[src/hw/rtl/tim_pkg.sv]
`default_nettype none

package tim_pkg;

    // sizes of the stores
    localparam int MAX_COLS    = 8192;
    localparam int SCALE_SLOTS = 16;
    localparam int ACT_WORDS   = MAX_COLS / 4;
    localparam int ACT_AW      = $clog2(ACT_WORDS);
    localparam int SCALE_AW    = $clog2(SCALE_SLOTS);

    // field widths
    localparam int SLOT_W  = 11;
    localparam int ACT_W   = 8;
    localparam int WORD_W  = 4 * ACT_W;
    localparam int SCALE_W = 32;
    localparam int WTS_W   = 8;
    localparam int ROW_W   = 16;
    localparam int ACC_W   = 22;
    localparam int COL_W   = 12;
    localparam int PROD_W  = 53;
    localparam int MUL_W   = ACC_W + SCALE_W;
    localparam int CFG_W   = 14;
    localparam int GC_W    = 5;
    localparam int DIV_W   = CFG_W + SCALE_AW;

    // result queue
    localparam int QDEPTH = 4;
    localparam int QAW    = $clog2(QDEPTH);
    localparam int QCW    = $clog2(QDEPTH + 1);

    // register reset values
    localparam logic [CFG_W-1:0] RST_ROW_LENGTH  = CFG_W'(2560);
    localparam logic [CFG_W-1:0] RST_GROUP_ROWS  = CFG_W'(4096);
    localparam logic [GC_W-1:0]  RST_GROUP_COUNT = GC_W'(1);

    // register indexes
    localparam logic [1:0] CFG_ROW_LENGTH  = 2'd0;
    localparam logic [1:0] CFG_GROUP_ROWS  = 2'd1;
    localparam logic [1:0] CFG_GROUP_COUNT = 2'd2;

    // item kinds
    typedef enum logic [1:0] {
        KIND_ACT    = 2'd0,
        KIND_SCALE  = 2'd1,
        KIND_WEIGHT = 2'd2
    } kind_t;

    // ternary weight codes
    localparam logic [1:0] CODE_ADD = 2'd1;
    localparam logic [1:0] CODE_SUB = 2'd2;

    // one finished row, waiting for its scale multiply
    typedef struct packed {
        logic [ROW_W-1:0]          row;
        logic signed [ACC_W-1:0]   sum;
        logic signed [SCALE_W-1:0] scale;
    } row_entry_t;

    typedef struct packed {
        logic       valid;
        row_entry_t entry;
    } push_t;

    // scale group of a row: min(row / gs, gc - 1), gc clamped to 1..SCALE_SLOTS,
    // quotient bits found by a short restoring division that saturates early
    function automatic logic [SCALE_AW-1:0] group_index(
        input logic [ROW_W-1:0] row,
        input logic [CFG_W-1:0] gs,
        input logic [GC_W-1:0]  gc
    );
        logic [DIV_W-1:0]    rem;
        logic [DIV_W-1:0]    thr;
        logic [SCALE_AW-1:0] q;
        logic [SCALE_AW-1:0] lim;
        if (gc == '0) begin
            lim = '0;
        end else if (gc > GC_W'(SCALE_SLOTS)) begin
            lim = SCALE_AW'(SCALE_SLOTS - 1);
        end else begin
            lim = SCALE_AW'(gc - 1'b1);
        end
        rem = DIV_W'(row);
        q   = '0;
        if (gs == '0) begin
            q = '0;
        end else if (rem >= (DIV_W'(gs) << SCALE_AW)) begin
            q = '1;
        end else begin
            for (int i = SCALE_AW - 1; i >= 0; i--) begin
                thr = DIV_W'(gs) << i;
                if (rem >= thr) begin
                    rem  = rem - thr;
                    q[i] = 1'b1;
                end
            end
        end
        return (q > lim) ? lim : q;
    endfunction

endpackage

`default_nettype wire

[src/hw/rtl/tim_back.sv]
`default_nettype none

module tim_back
    import tim_pkg::*;
(
    input  wire logic              aclk,
    input  wire logic              aresetn,
    input  wire row_entry_t        head,
    input  wire logic              empty,
    output logic                   pop,
    output logic                   m_valid,
    input  wire logic              m_ready,
    output logic [ROW_W-1:0]       m_row,
    output logic [ACC_W-1:0]       m_sum,
    output logic [PROD_W-1:0]      m_scaled
);

    logic                     m_valid_reg;
    logic [ROW_W-1:0]         m_row_reg;
    logic [ACC_W-1:0]         m_sum_reg;
    logic [PROD_W-1:0]        m_scaled_reg;
    logic                     load_out;
    logic signed [MUL_W-1:0]  prod;

    // take the next row once the output register is free
    assign load_out = !m_valid_reg || m_ready;
    assign pop      = !empty && load_out;

    // scale multiply straight into the output register
    assign prod = head.sum * head.scale;

    always_ff @(posedge aclk) begin
        if (!aresetn) begin
            m_valid_reg <= 1'b0;
        end else if (load_out) begin
            m_valid_reg <= !empty;
        end
    end

    always_ff @(posedge aclk) begin
        if (pop) begin
            m_row_reg    <= head.row;
            m_sum_reg    <= head.sum;
            m_scaled_reg <= prod[PROD_W-1:0];
        end
    end

    assign m_valid  = m_valid_reg;
    assign m_row    = m_row_reg;
    assign m_sum    = m_sum_reg;
    assign m_scaled = m_scaled_reg;

endmodule

`default_nettype wire

[config.mk]
export PLATFORM = sky130hd
export DESIGN_NAME = tim_back
export DESIGN_NICKNAME = d
export VERILOG_FILES = /design/src/hw/rtl/tim_pkg.sv /design/src/hw/rtl/tim_back.sv
export SDC_FILE = /design/constraint.sdc
export NUM_CORES = 2
export LEC_CHECK = 0
export ABC_AREA = 1
export BUFFER_PORTS_ARGS = -buffer_cell sky130_fd_sc_hd__buf_2
export CAP_MARGIN = 10
export CELL_PAD_IN_SITES_DETAIL_PLACEMENT = 0
export CELL_PAD_IN_SITES_GLOBAL_PLACEMENT = 1
export CORE_MARGIN = 5
export CORE_UTILIZATION = 44
export DETAILED_ROUTE_END_ITERATION = 6
export PLACE_DENSITY = 0.77
export RECOVER_POWER = 100
export SYNTH_ARGS = -nofsm -noshare
export SYNTH_HDL_FRONTEND = slang
export SYNTH_SLANG_ARGS = --single-unit
[constraint.sdc]
create_clock -name aclk -period 6.5 [get_ports aclk]
set_input_delay 0.975 -clock aclk [delete_from_list [all_inputs] [get_ports aclk]]
set_output_delay 0.975 -clock aclk [all_outputs]
set_load 0.05 [all_outputs]
==> run summary <==
TritonCTS Buffers - 9
Root buf cell - clkbuf_16
Syn Area/Cell - 8.06 um2
Fin crit share - 0.995
Final setup vio count - 0
Overflow after GRT - 0
First-pass GRT wire length - 135000 um
Hold crit path type - reg2reg
Final WL - 85900 um
Via count - 23100
DRT Pass-1 Iters - 6
Initial antenna violation count - 0
Core box area - 0.0659 mm2
Largest register FFs - 53
Syn Std Cell Area - 0.0293 mm2
Nets - 4981
GPL Wtd Cong - 0.905
Crit Path Max Fanout - 7
Initial drt markers - 1471
Final hold violations - 0
Reg2Reg Setup Slack - 1.45 ns
Clock Path Buffers - 2
Top_reg_cell synth - edfxtp_1
Ys Warns - 0
Worst-margin pin slew - 2.09 ns
Min-delay src - m_valid$_SDFFE_PN0N_
Reg2reg end - m_sum[11]$_DFFE_PP_
Die area - 0.0718 mm2
Clk slew on worst S/H paths - 0.09 ns
Final min period - 6.47 ns
Unique masters post-synth - 32
Cell mode on critical path - inv_2
Post-route ant nets - 0
Maximum clock frequency - 0.155 GHz
Status - complete, but fails checks
Fin. max-slew vios - 97
H-tree Lvls - 3
Yosys reg bits - 92
Failing checks - capacitance limit, slew limit
Layout cell share with drive strength beyond 1 - 0.199
Synthesized Nets - 4551
Post-detail-place hpwl - 71700 um
Std-Cell Rows - 94
Die X - 268 um
FF-to-FF Start - m_valid$_SDFFE_PN0N_
Sequential share of the synthesized area - 0.0941
CP Capture Type - flop
# fillers - 6256
Worst Path Required - 6.66 ns
Largest stage delay on the critical path - 0.65 ns
Chip Height - 268 um
Area growth, synth to finish - 23.5%
DRC viols - 0
EDFF count, synth - 91
Via density per instance - 4.69
Worst skew pair latency - 0.43 ns
Initial Util - 0.444
I/O pin count - 167
Commonest cells after routing, fill and taps aside - 1117 x inv_1, 977 x nand2_1, 666 x fa_1
Async set-reset flop share out of synthesis - 0
Routed len/inst - 17.4 um
Critical Path AT - 6.63 ns
Setup Crit Path Kind - in2reg
Worst Skew - 0.0384 ns
Synthesized netlist cell count - 3631
IO buf count - 166
Vias in the first global route - 24900
Most common cell after layout, fill and taps aside - inv_1
WHS Path Cells - 2
CTS sink count - 92
CTS tree - built
Kind of launch point of the worst setup path - input port
R2R depth - 3
Unrepaired setup endpoints after global routing - true
Worst Hold Endpoint - m_valid$_SDFFE_PN0N_
Max-Cap Viols - 3
Worst relative slew slack - -0.391
Largest net degree at the start of global routing - 48
Tot GR Track Use - 0.240
CP max-delay cell - fa_2
Post-layout util - 0.549
layout make-up:
| cell class | count | area [um2] | area share |
|---|---|---|---|
| Antenna cell | 1 | 2.50 | 0.0000692 |
| Clock buffer | 9 | 225 | 0.00623 |
| Clock inverter | 7 | 80.1 | 0.00221 |
| Inverter | 1184 | 4460 | 0.123 |
| Multi-Input combinational cell | 2225 | 22800 | 0.631 |
| Sequential cell | 92 | 2750 | 0.0761 |
| Tap cell | 864 | 1080 | 0.0299 |
| Timing Repair Buffer | 548 | 4730 | 0.131 |
| Timing Repair inverter | 1 | 6.26 | 0.000173 |
critical path, delay by kind of cell:
kind                       cells  cell delay [ns]
adders and majority gates      8             4.09
and+or+nand+nor               10             0.80
buffers and inverters         11             0.74
metrics by stage:
| stage | hold slack (ns) | cell area (um2) | instances | TNS [ns] | worst slack [ns] |
|---|---|---|---|---|---|
| finish | 0.495 | 36200 | 4931 | 0 | 0.0299 |
| global route | 0.519 | 36200 | 4930 | -0.639 | -0.155 |
| CTS | 0.531 | 34400 | 4883 | 0 | 0.00308 |
| detailed placement | 0.518 | 33800 | 4861 | -21.31 | -0.696 |
| global placement | 0.513 | 33800 | 4861 | -21.69 | -0.676 |
| floorplan | 0.708 | 29400 | 3631 | -0.156 | -0.108 |
cells by family (layout without fill, tap and decap cells):
logic type	after synthesis	after routing	share of synthesized area
and+or+nand+nor	1282	1282	0.175
adders and majority gates	846	846	0.540
AOI/OAI and AO/OA	62	62	0.0121
buffers and inverters	1314	1749	0.169
DFF	92	92	0.0941
xor gates and xnor gates	35	35	0.0105
other	0	1	0
metal layers:
layer / routed length, um / GRT usage / up-vias / part of all wire
met5: 0 / 0 / - / 0
met4: 2890 / 0.0718 / 0 / 0.034
met3: 4510 / 0.0293 / 146 / 0.052
met2: 43700 / 0.435 / 594 / 0.51
met1: 34800 / 0.302 / 11500 / 0.41
li1: - / - / 10900 / -
synthesized netlist by cell type, drive strengths merged, types with 15 or more instances:
library cell / n / area, um2
xor2: 20 / 175
fa: 694 / 13900
clkbuf: 129 / 484
nand4: 16 / 100
nand2: 1072 / 4060
nor2: 125 / 544
ha: 152 / 1900
edfxtp: 91 / 2730
xnor2: 15 / 131
a21oi: 45 / 229
inv: 1184 / 4440
nand3: 50 / 275
how the worst max path moves through the flow:
stage                     startpoint                      to  slack [ns]  depth (start not counted)
final                       head[34]  m_scaled[52]$_DFFE_PP_        0.03                         29
after global routing        head[39]  m_scaled[52]$_DFFE_PP_       -0.15                         25
after CTS                   head[25]  m_scaled[49]$_DFFE_PP_       0.003                         24
after detailed placement    head[41]  m_scaled[50]$_DFFE_PP_       -0.70                         23
after global placement      head[41]  m_scaled[43]$_DFFE_PP_       -0.68                         23
after floorplan             head[31]  m_scaled[52]$_DFFE_PP_       -0.11                         29
what timing repair did:
action	in CTS	in global routing
setup buffers	2	43
pin swaps	13	150
gates resized for setup	49	388
gates cloned	4	6
endpoints found under the setup margin	36	38
hold buffers	0	0
Power is not shown: default switching activity piles up to over one toggle a cycle in this logic, so the estimate is an artifact.
