## config.mk

```make
export PLATFORM = sky130hd
export DESIGN_NAME = tim_queue
export DESIGN_NICKNAME = d
export VERILOG_FILES = /design/src/hw/rtl/tim_pkg.sv /design/src/hw/rtl/tim_queue.sv
export SDC_FILE = /design/constraint.sdc
export NUM_CORES = 1
export LEC_CHECK = 0
export ABC_AREA = 1
export BUFFER_PORTS_ARGS = -buffer_cell sky130_fd_sc_hd__buf_2
export CAP_MARGIN = 25
export CELL_PAD_IN_SITES_DETAIL_PLACEMENT = 0
export CELL_PAD_IN_SITES_GLOBAL_PLACEMENT = 1
export CORE_MARGIN = 2
export CORE_UTILIZATION = 50
export CTS_CLUSTER_DIAMETER = 40
export DETAILED_ROUTE_END_ITERATION = 12
export GPL_TIMING_DRIVEN = 0
export PLACE_DENSITY_LB_ADDON = 0.1
export SYNTH_ARGS = -nofsm -noshare
export SYNTH_HDL_FRONTEND = slang
export SYNTH_SLANG_ARGS = --single-unit
```

## constraint.sdc

```tcl
create_clock -name aclk -period 5.3 [get_ports aclk]
set_input_delay 0.265 -clock aclk [delete_from_list [all_inputs] [get_ports aclk]]
set_output_delay 0.265 -clock aclk [all_outputs]
set_load 0.005 [all_outputs]
```

## src/hw/rtl/tim_pkg.sv

```systemverilog
`default_nettype none

package tim_pkg;

    // sizes of the stores
    localparam int MAX_COLS    = 8192;
    localparam int SCALE_SLOTS = 16;
    localparam int ACT_WORDS   = MAX_COLS / 4;
    localparam int ACT_AW      = $clog2(ACT_WORDS);
    localparam int SCALE_AW    = $clog2(SCALE_SLOTS);

    // field widths
    localparam int SLOT_W  = 11;
    localparam int ACT_W   = 8;
    localparam int WORD_W  = 4 * ACT_W;
    localparam int SCALE_W = 32;
    localparam int WTS_W   = 8;
    localparam int ROW_W   = 16;
    localparam int ACC_W   = 22;
    localparam int COL_W   = 12;
    localparam int PROD_W  = 53;
    localparam int MUL_W   = ACC_W + SCALE_W;
    localparam int CFG_W   = 14;
    localparam int GC_W    = 5;
    localparam int DIV_W   = CFG_W + SCALE_AW;

    // result queue
    localparam int QDEPTH = 4;
    localparam int QAW    = $clog2(QDEPTH);
    localparam int QCW    = $clog2(QDEPTH + 1);

    // register reset values
    localparam logic [CFG_W-1:0] RST_ROW_LENGTH  = CFG_W'(2560);
    localparam logic [CFG_W-1:0] RST_GROUP_ROWS  = CFG_W'(4096);
    localparam logic [GC_W-1:0]  RST_GROUP_COUNT = GC_W'(1);

    // register indexes
    localparam logic [1:0] CFG_ROW_LENGTH  = 2'd0;
    localparam logic [1:0] CFG_GROUP_ROWS  = 2'd1;
    localparam logic [1:0] CFG_GROUP_COUNT = 2'd2;

    // item kinds
    typedef enum logic [1:0] {
        KIND_ACT    = 2'd0,
        KIND_SCALE  = 2'd1,
        KIND_WEIGHT = 2'd2
    } kind_t;

    // ternary weight codes
    localparam logic [1:0] CODE_ADD = 2'd1;
    localparam logic [1:0] CODE_SUB = 2'd2;

    // one finished row, waiting for its scale multiply
    typedef struct packed {
        logic [ROW_W-1:0]          row;
        logic signed [ACC_W-1:0]   sum;
        logic signed [SCALE_W-1:0] scale;
    } row_entry_t;

    typedef struct packed {
        logic       valid;
        row_entry_t entry;
    } push_t;

    // scale group of a row: min(row / gs, gc - 1), gc clamped to 1..SCALE_SLOTS,
    // quotient bits found by a short restoring division that saturates early
    function automatic logic [SCALE_AW-1:0] group_index(
        input logic [ROW_W-1:0] row,
        input logic [CFG_W-1:0] gs,
        input logic [GC_W-1:0]  gc
    );
        logic [DIV_W-1:0]    rem;
        logic [DIV_W-1:0]    thr;
        logic [SCALE_AW-1:0] q;
        logic [SCALE_AW-1:0] lim;
        if (gc == '0) begin
            lim = '0;
        end else if (gc > GC_W'(SCALE_SLOTS)) begin
            lim = SCALE_AW'(SCALE_SLOTS - 1);
        end else begin
            lim = SCALE_AW'(gc - 1'b1);
        end
        rem = DIV_W'(row);
        q   = '0;
        if (gs == '0) begin
            q = '0;
        end else if (rem >= (DIV_W'(gs) << SCALE_AW)) begin
            q = '1;
        end else begin
            for (int i = SCALE_AW - 1; i >= 0; i--) begin
                thr = DIV_W'(gs) << i;
                if (rem >= thr) begin
                    rem  = rem - thr;
                    q[i] = 1'b1;
                end
            end
        end
        return (q > lim) ? lim : q;
    endfunction

endpackage

`default_nettype wire

```

## src/hw/rtl/tim_queue.sv

```systemverilog
`default_nettype none

module tim_queue
    import tim_pkg::*;
(
    input  wire logic            aclk,
    input  wire logic            aresetn,
    input  wire push_t           push,
    input  wire logic            pop,
    output row_entry_t           head,
    output logic                 empty,
    output logic [QCW-1:0]       level
);

    row_entry_t       entry_reg [QDEPTH];
    logic [QAW-1:0]   wr_ptr_reg;
    logic [QAW-1:0]   rd_ptr_reg;
    logic [QCW-1:0]   count_reg, count_next;

    assign empty = (count_reg == '0);
    assign level = count_reg;
    assign head  = entry_reg[rd_ptr_reg];

    // fill level
    always_comb begin
        count_next = count_reg;
        if (push.valid && !pop) begin
            count_next = count_reg + 1'b1;
        end else if (!push.valid && pop) begin
            count_next = count_reg - 1'b1;
        end
    end

    // pointers
    always_ff @(posedge aclk) begin
        if (!aresetn) begin
            wr_ptr_reg <= '0;
            rd_ptr_reg <= '0;
            count_reg  <= '0;
        end else begin
            if (push.valid) begin
                wr_ptr_reg <= wr_ptr_reg + 1'b1;
            end
            if (pop) begin
                rd_ptr_reg <= rd_ptr_reg + 1'b1;
            end
            count_reg <= count_next;
        end
    end

    // storage
    always_ff @(posedge aclk) begin
        if (push.valid) begin
            entry_reg[wr_ptr_reg] <= push.entry;
        end
    end

endmodule

`default_nettype wire

```

==> results of run 1 <==
## cell type report
class	count	area, um2	share of cell area
buffer	44	313	0.0214
antenna	1	2.50	0.000171
multi-input combinational	383	2420	0.166
clock inverter	24	358	0.0245
tap	285	357	0.0244
inverter	17	78.8	0.00540
timing repair buffer	221	1550	0.106
clock buffer	39	933	0.0640
sequential	289	8590	0.589
## tightest hold or removal path, cell delays in order
cell and delay, ns:
sky130_fd_sc_hd__buf_2 0.14, sky130_fd_sc_hd__o21ai_0 0.07, sky130_fd_sc_hd__nor2_1 0.04
## stage by stage
stage,cells,hold slack [ns]
finish,1303,0.0619
global route,1303,0.0591
CTS,1302,0.0388
detailed placement,1169,0.432
global placement,1165,0.428
floorplan,733,0.364
## cells in the final DEF (no fill, tap or decap), types with 3 or more instances in the layout
master / instances
sky130_fd_sc_hd__ha_1: 5
sky130_fd_sc_hd__buf_12: 5
sky130_fd_sc_hd__o21ai_1: 30
sky130_fd_sc_hd__dlygate4sd3_1: 70
sky130_fd_sc_hd__buf_16: 4
sky130_fd_sc_hd__buf_6: 7
sky130_fd_sc_hd__inv_1: 12
sky130_fd_sc_hd__inv_4: 4
sky130_fd_sc_hd__o22ai_2: 40
sky130_fd_sc_hd__edfxtp_1: 280
sky130_fd_sc_hd__a21oi_1: 4
sky130_fd_sc_hd__inv_6: 6
sky130_fd_sc_hd__nor2_1: 105
sky130_fd_sc_hd__bufinv_16: 8
sky130_fd_sc_hd__nor2_4: 40
sky130_fd_sc_hd__nand2_1: 9
sky130_fd_sc_hd__dfxtp_1: 9
sky130_fd_sc_hd__clkinvlp_4: 3
sky130_fd_sc_hd__clkinv_2: 3
sky130_fd_sc_hd__o21ai_0: 116
sky130_fd_sc_hd__clkbuf_16: 37
sky130_fd_sc_hd__buf_2: 158
sky130_fd_sc_hd__clkbuf_1: 23
sky130_fd_sc_hd__o22ai_1: 30
## final timing paths
check	from	end	depth (start not counted)	slack [ns]
worst min-delay path	aresetn	level[1]$_SDFFE_PN0P_	3	0.06
worst max-delay path	register	head[68]	5	2.67
worst min register to register	rd_ptr_reg[1]$_SDFFE_PN0P_	rd_ptr_reg[1]$_SDFFE_PN0P_	1	0.44
worst max register to register	wr_ptr_reg[0]$_SDFFE_PN0P_	entry_reg[2][15]$_DFFE_PP_	5	3.59
## metal layers
metal	vias to the layer above	GRT usage
met5	-	0
met4	0	0.0631
met3	42	0.0476
met2	205	0.371
met1	3443	0.261
li1	3287	-
## cells by family after synthesis
kind of cell	after synthesis
AOI/OAI and AO/OA	220
DFF	289
and+or+nand+nor	157
adders and majority gates	6
buffers and inverters	61
## what timing repair did
item | CTS | global route
setup endpoints to repair | 0 | 0
hold endpoints to repair | 280 | 0
hold buffers | 70 | 0
## where the power goes
part | leakage (nW) | internal, mW | switching (mW) | total [mW]
Sequential | 2.65 | 2.61 | 0.0290 | 2.64
Clock | 0.624 | 1.68 | 0.910 | 2.59
Combinational | 1.92 | 0.227 | 0.324 | 0.551
==> run metrics, run 1 <==
required time at the worst-slack endpoint 5.04 ns; peak fanout along the critical path 10; average vias per placed instance between 5 and 6; count of vias placed by the detailed router between 6000 and 7000; wire length of the first global-routing pass slightly below 40000 um; achievable frequency about 380 MHz; area share of the largest cell type after synthesis 0.738; Final #Nets 1072; post-route minimum period 2.63 ns; Root Driver sky130_fd_sc_hd__clkbuf_16; Largest register FFs 280; category of the worst setup path capture point primary output; overall die width about 150 um; count of flip-flops with a built-in enable after synthesis between 200 and 300; GP Congestion about 0.76; total global routing overflow 0; Max-cap violations 0; Worst IR Drop VDD between 0.0003 and 0.0004 V; multiplexer area fraction after synthesis 0; Power Total approximately 5.8 mW; setup repair bufs after CTS 0; ratio of total power to cell area ~400 nW/um2; number of design rule violations left after detail routing 0; buffers from clock root to sink, at most 3; proportion of register bits with asynchronous set or reset after synthesis 0; 1st-iter DRT viols between 400 and 500; total wire length after detailed routing around 25000 um; met2 routed wirelength approximately 13000 um; number of global-route vias before repair approximately 7300; area post-placement 12600 um2; least setup slack across all paths after layout ~2.7 ns; number of buffers inserted during clock tree synthesis 36; top cells by count, synth 280 x sky130_fd_sc_hd__edfxtp_1, 116 x sky130_fd_sc_hd__o21ai_0, 105 x sky130_fd_sc_hd__nor2_1, 40 x sky130_fd_sc_hd__nor2_4, 40 x sky130_fd_sc_hd__o22ai_2; most common cell in the synthesized netlist sky130_fd_sc_hd__edfxtp_1; count of endpoints failing setup in the final report 0; area fraction in and, or, nand and nor cells after synthesis 0.0786; Filler Cell Count about 1700; final sum of negative setup slack 0 ns; Leak Pwr about 5.2 nW; count of nets left with antenna violations after detail routing 0; H-tree Lvls 2; share of cells above drive strength 1 0.313; Final HPWL DP 14700 um; highest metal used met4; sequential fraction of the synthesis area 0.754; startpoint types register; TritonCTS clock tree done; I/O pins 148; area added between synthesis and finish 28.2%; clock tree skew after final layout about 0.006 ns; clock insertion delay at the later pin of the skew report approximately 0.5 ns; xor and xnor area share after synthesis 0; Resized cells post-CTS 0; RSZ-0062 raised after global routing false; die extent in y about 150 um; initial antenna violation count 1; per-instance average area after synthesis ~16 um2; path type of the worst min-delay path in -> reg; die area 24000 um2; slowest stage delay, CP between 0.4 and 0.5 ns; combinational family with the most area after synthesis compound AO/OA/AOI/OAI gates; routed length on met3 roughly 1600 um; first-pass iteration count of the detailed router 5; number of port buffers 147; largest net degree at the start of global routing 53; slew at the pin closest to its max-slew limit between 0.5 and 0.6 ns; synthesized instance count 733; number of buffer and inverter stages on the critical path 3; outcome complete, no violations; number of failing hold endpoints at the final stage 0; number of sinks handled by clock tree synthesis roughly 290; GR Util All Layers 0.210; adder-cell area share of the yosys netlist 0.00725; worst path cell trace inv_1, clkbuf_1, o21ai_0, o22ai_2, buf_2; compound-cell area share of the yosys netlist 0.126; worst endpoint data arrival time around 2.4 ns; max_slew headroom 0.625; number of distinct library cells after synthesis 21; final design utilization 0.648; most common flop cell mapped by yosys sky130_fd_sc_hd__edfxtp_1; net count after synthesis approximately 810; path type of the worst setup path reg -> out; Netlist Area Pre-Place about 11000 um2; cell types occupying the most area after synthesis sky130_fd_sc_hd__edfxtp_1 74%, sky130_fd_sc_hd__o21ai_0 5.1%, sky130_fd_sc_hd__o22ai_2 4.4%; cell area after layout 14600 um2; family of cells with the greatest summed delay on the critical path buffers and inverters; Cell Rows between 50 and 60; largest area contributor in the netlist sky130_fd_sc_hd__edfxtp_1; core area approximately 23000 um2; Seq cells post-synth between 200 and 300; wl on met1 about 10000 um; clock transition at the registers of the reported paths approximately 0.06 ns; detailed-route wire length per cell a little under 20 um; initial core utilization 0.506; fin crit share 0.496; Final Slew Violations 0; Post-Place Setup Slack 3.14 ns; yosys warns 0; critical path's slowest cell sky130_fd_sc_hd__dfxtp_1
Power figures use the tool's default switching activity.
==> run 2: changes to the inputs <==
--- a/config.mk
+++ b/config.mk
@@ -11,7 +11,7 @@
 export CELL_PAD_IN_SITES_DETAIL_PLACEMENT = 0
 export CELL_PAD_IN_SITES_GLOBAL_PLACEMENT = 1
 export CORE_MARGIN = 2
-export CORE_UTILIZATION = 50
+export CORE_UTILIZATION = 48
 export CTS_CLUSTER_DIAMETER = 40
 export DETAILED_ROUTE_END_ITERATION = 12
 export GPL_TIMING_DRIVEN = 0
==> constraint.sdc (replaced) <==
create_clock -name aclk -period 2.55 [get_ports aclk]
set_input_delay 0.1275 -clock aclk [delete_from_list [all_inputs] [get_ports aclk]]
set_output_delay 0.1275 -clock aclk [all_outputs]
set_load 0.005 [all_outputs]
==> run metrics, run 2 (synthesis gave the netlist of run 1 again) <==
outcome complete, no violations; clock insertion delay at the later pin of the skew report 0.50 ns (about the same); category of the worst setup path capture point primary output; average vias per placed instance 5.24 (-2.1%); fin crit share 0.945; Final HPWL DP 15000 um (+1.6%); Cell Rows 56 (+1.8%); initial core utilization 0.487 (-0.0195); most frequent cells in the layout 280 x sky130_fd_sc_hd__edfxtp_1, 158 x sky130_fd_sc_hd__buf_2, 116 x sky130_fd_sc_hd__o21ai_0, 105 x sky130_fd_sc_hd__nor2_1, 73 x sky130_fd_sc_hd__dlygate4sd3_1; number of buffers inserted during clock tree synthesis 37 (+2.8%); die area 25000 um2 (+4.1%); path type of the worst setup path reg -> out; slew at the pin closest to its max-slew limit 0.569 ns (+0.00677 ns); worst endpoint data arrival time 2.28 ns (-0.08 ns); Root Driver sky130_fd_sc_hd__clkbuf_16; final sum of negative setup slack 0 ns (unchanged); total wire length after detailed routing 25900 um (+3.4%); number of port buffers 147 (unchanged); final cell count without fillers 1342 (+3.0%); clock tree skew after final layout 0.0105 ns (+0.00445 ns); Final Slew Violations 0 (unchanged); required time at the worst-slack endpoint 2.42 ns (-2.62 ns); setup repair bufs after CTS 0 (unchanged); share of cells above drive strength 1 0.313 (about the same); GP Congestion 0.731 (-4.2%); detailed-route wire length per cell 19.3 um (+0.39%); total global routing overflow 0 (unchanged); die extent in y 158 um (+2.0%); I/O pins 148 (unchanged); 1st-iter DRT viols 448 (+7.2%); count of nets left with antenna violations after detail routing 0 (unchanged); number of global-route vias before repair 7153 (-1.7%); buffers from clock root to sink, at most 3 (unchanged); Leak Pwr 5.21 nW (+0.29%); ratio of total power to cell area 814 nW/um2 (+110%); count of endpoints failing setup in the final report 0 (unchanged); largest net degree at the start of global routing 47 (-11%); startpoint types register; number of failing hold endpoints at the final stage 0 (unchanged); path type of the worst min-delay path in -> reg; clock transition at the registers of the reported paths 0.05 ns (about the same); initial antenna violation count 0 (-1); number of sinks handled by clock tree synthesis 289 (unchanged); Max-cap violations 0 (unchanged); Ant. Diodes 0 (-1); overall die width 158 um (+2.0%); Post-Place Setup Slack 0.565 ns (-2.58 ns); least setup slack across all paths after layout 0.140 ns (-2.53 ns); Worst IR Drop VDD 0.000606 V (+83%); achievable frequency between 400 and 500 MHz; Final #Nets 1076 (+0.37%); first-pass iteration count of the detailed router 5 (unchanged); TritonCTS clock tree done; Largest register FFs 280 (unchanged); post-route minimum period between 2 and 2.5 ns; total instance count after detailed placement 1203 (+2.9%); Filler Cell Count 1763 (+6.3%); core area 23400 um2 (+4.0%); GR Util All Layers 0.207 (-0.00379); max_slew headroom 0.620 (-0.00451); H-tree Lvls 2 (unchanged); peak fanout along the critical path 10 (unchanged); RSZ-0062 raised after global routing false; wire length of the first global-routing pass 38700 um (+0.70%); most common cell after layout, fill and taps aside sky130_fd_sc_hd__edfxtp_1; area added between synthesis and finish 28.7%; count of vias placed by the detailed router 7037 (+0.86%); number of design rule violations left after detail routing 0 (unchanged)
run 2: cell types whose count changed in the layout (fill, tap and decap cells not counted), sizes merged:
cell,change
inv,-4
bufinv,-2
diode,-1
clkbuf,+9
dlygate4sd3,+3
run 2: metrics by stage:
step	cell area (um2)	util	hold slack (ns)	total power, mW
4_1_cts	14600	0.626	0.352	12.0
3_3_place_gp	12500	0.535	0.334	6.62
5_1_grt	14700	0.626	0.367	12.3
3_5_place_dp	12600	0.540	0.345	6.66
2_1_floorplan	11400	-	0.226	6.16
6_report	14700	0.626	0.368	11.9
run 2: what timing repair did:
action / 4_1_cts / 5_1_grt
hold buffers: 73 / 0
resized for setup: 0 / 12
hold endpoints to repair: 289 / 0
endpoints found under the setup margin: 0 / 31
run 2: final cells by class:
class	count	area, um2	share of cell area
clock inverter	18	267	0.0182
multi-input combinational	383	2420	0.165
buffer	44	320	0.0219
sequential	289	8590	0.586
timing repair buffer	224	1580	0.108
inverter	17	78.8	0.00538
tap	319	399	0.0272
clock buffer	48	1010	0.0689
run 2: where the power goes:
part	internal (mW)	switching, mW
logic	0.476	0.683
clock network	3.42	1.86
registers	5.43	0.0621
run 2: path summary, 6_finish.rpt:
path / from / end / slack, ns / depth (start not counted)
setup reg to reg: wr_ptr_reg[0]$_SDFFE_PN0P_ / entry_reg[2][20]$_DFFE_PP_ / 0.82 / 5
setup / recovery: register / head[62] / 0.14 / 5
hold reg to reg: rd_ptr_reg[1]$_SDFFE_PN0P_ / rd_ptr_reg[1]$_SDFFE_PN0P_ / 0.45 / 1
hold / removal: push[67] / entry_reg[2][67]$_DFFE_PP_ / 0.37 / 2
run 2: per-layer routing:
metal	share of wire	wire length (um)	vias up	GRT usage
li1	-	-	3305	-
met1	0.43	11100	3452	0.275
met2	0.49	12600	241	0.345
met3	0.065	1670	39	0.0424
met4	0.018	466	0	0.0631
met5	0	0	-	0
run 2: critical path, stage by stage, from the launching register on:
cell	delay (ns)
sky130_fd_sc_hd__dfxtp_1	0.46
sky130_fd_sc_hd__inv_1	0.39
sky130_fd_sc_hd__clkbuf_1	0.43
sky130_fd_sc_hd__o21ai_0	0.22
sky130_fd_sc_hd__o22ai_2	0.14
sky130_fd_sc_hd__buf_2	0.14
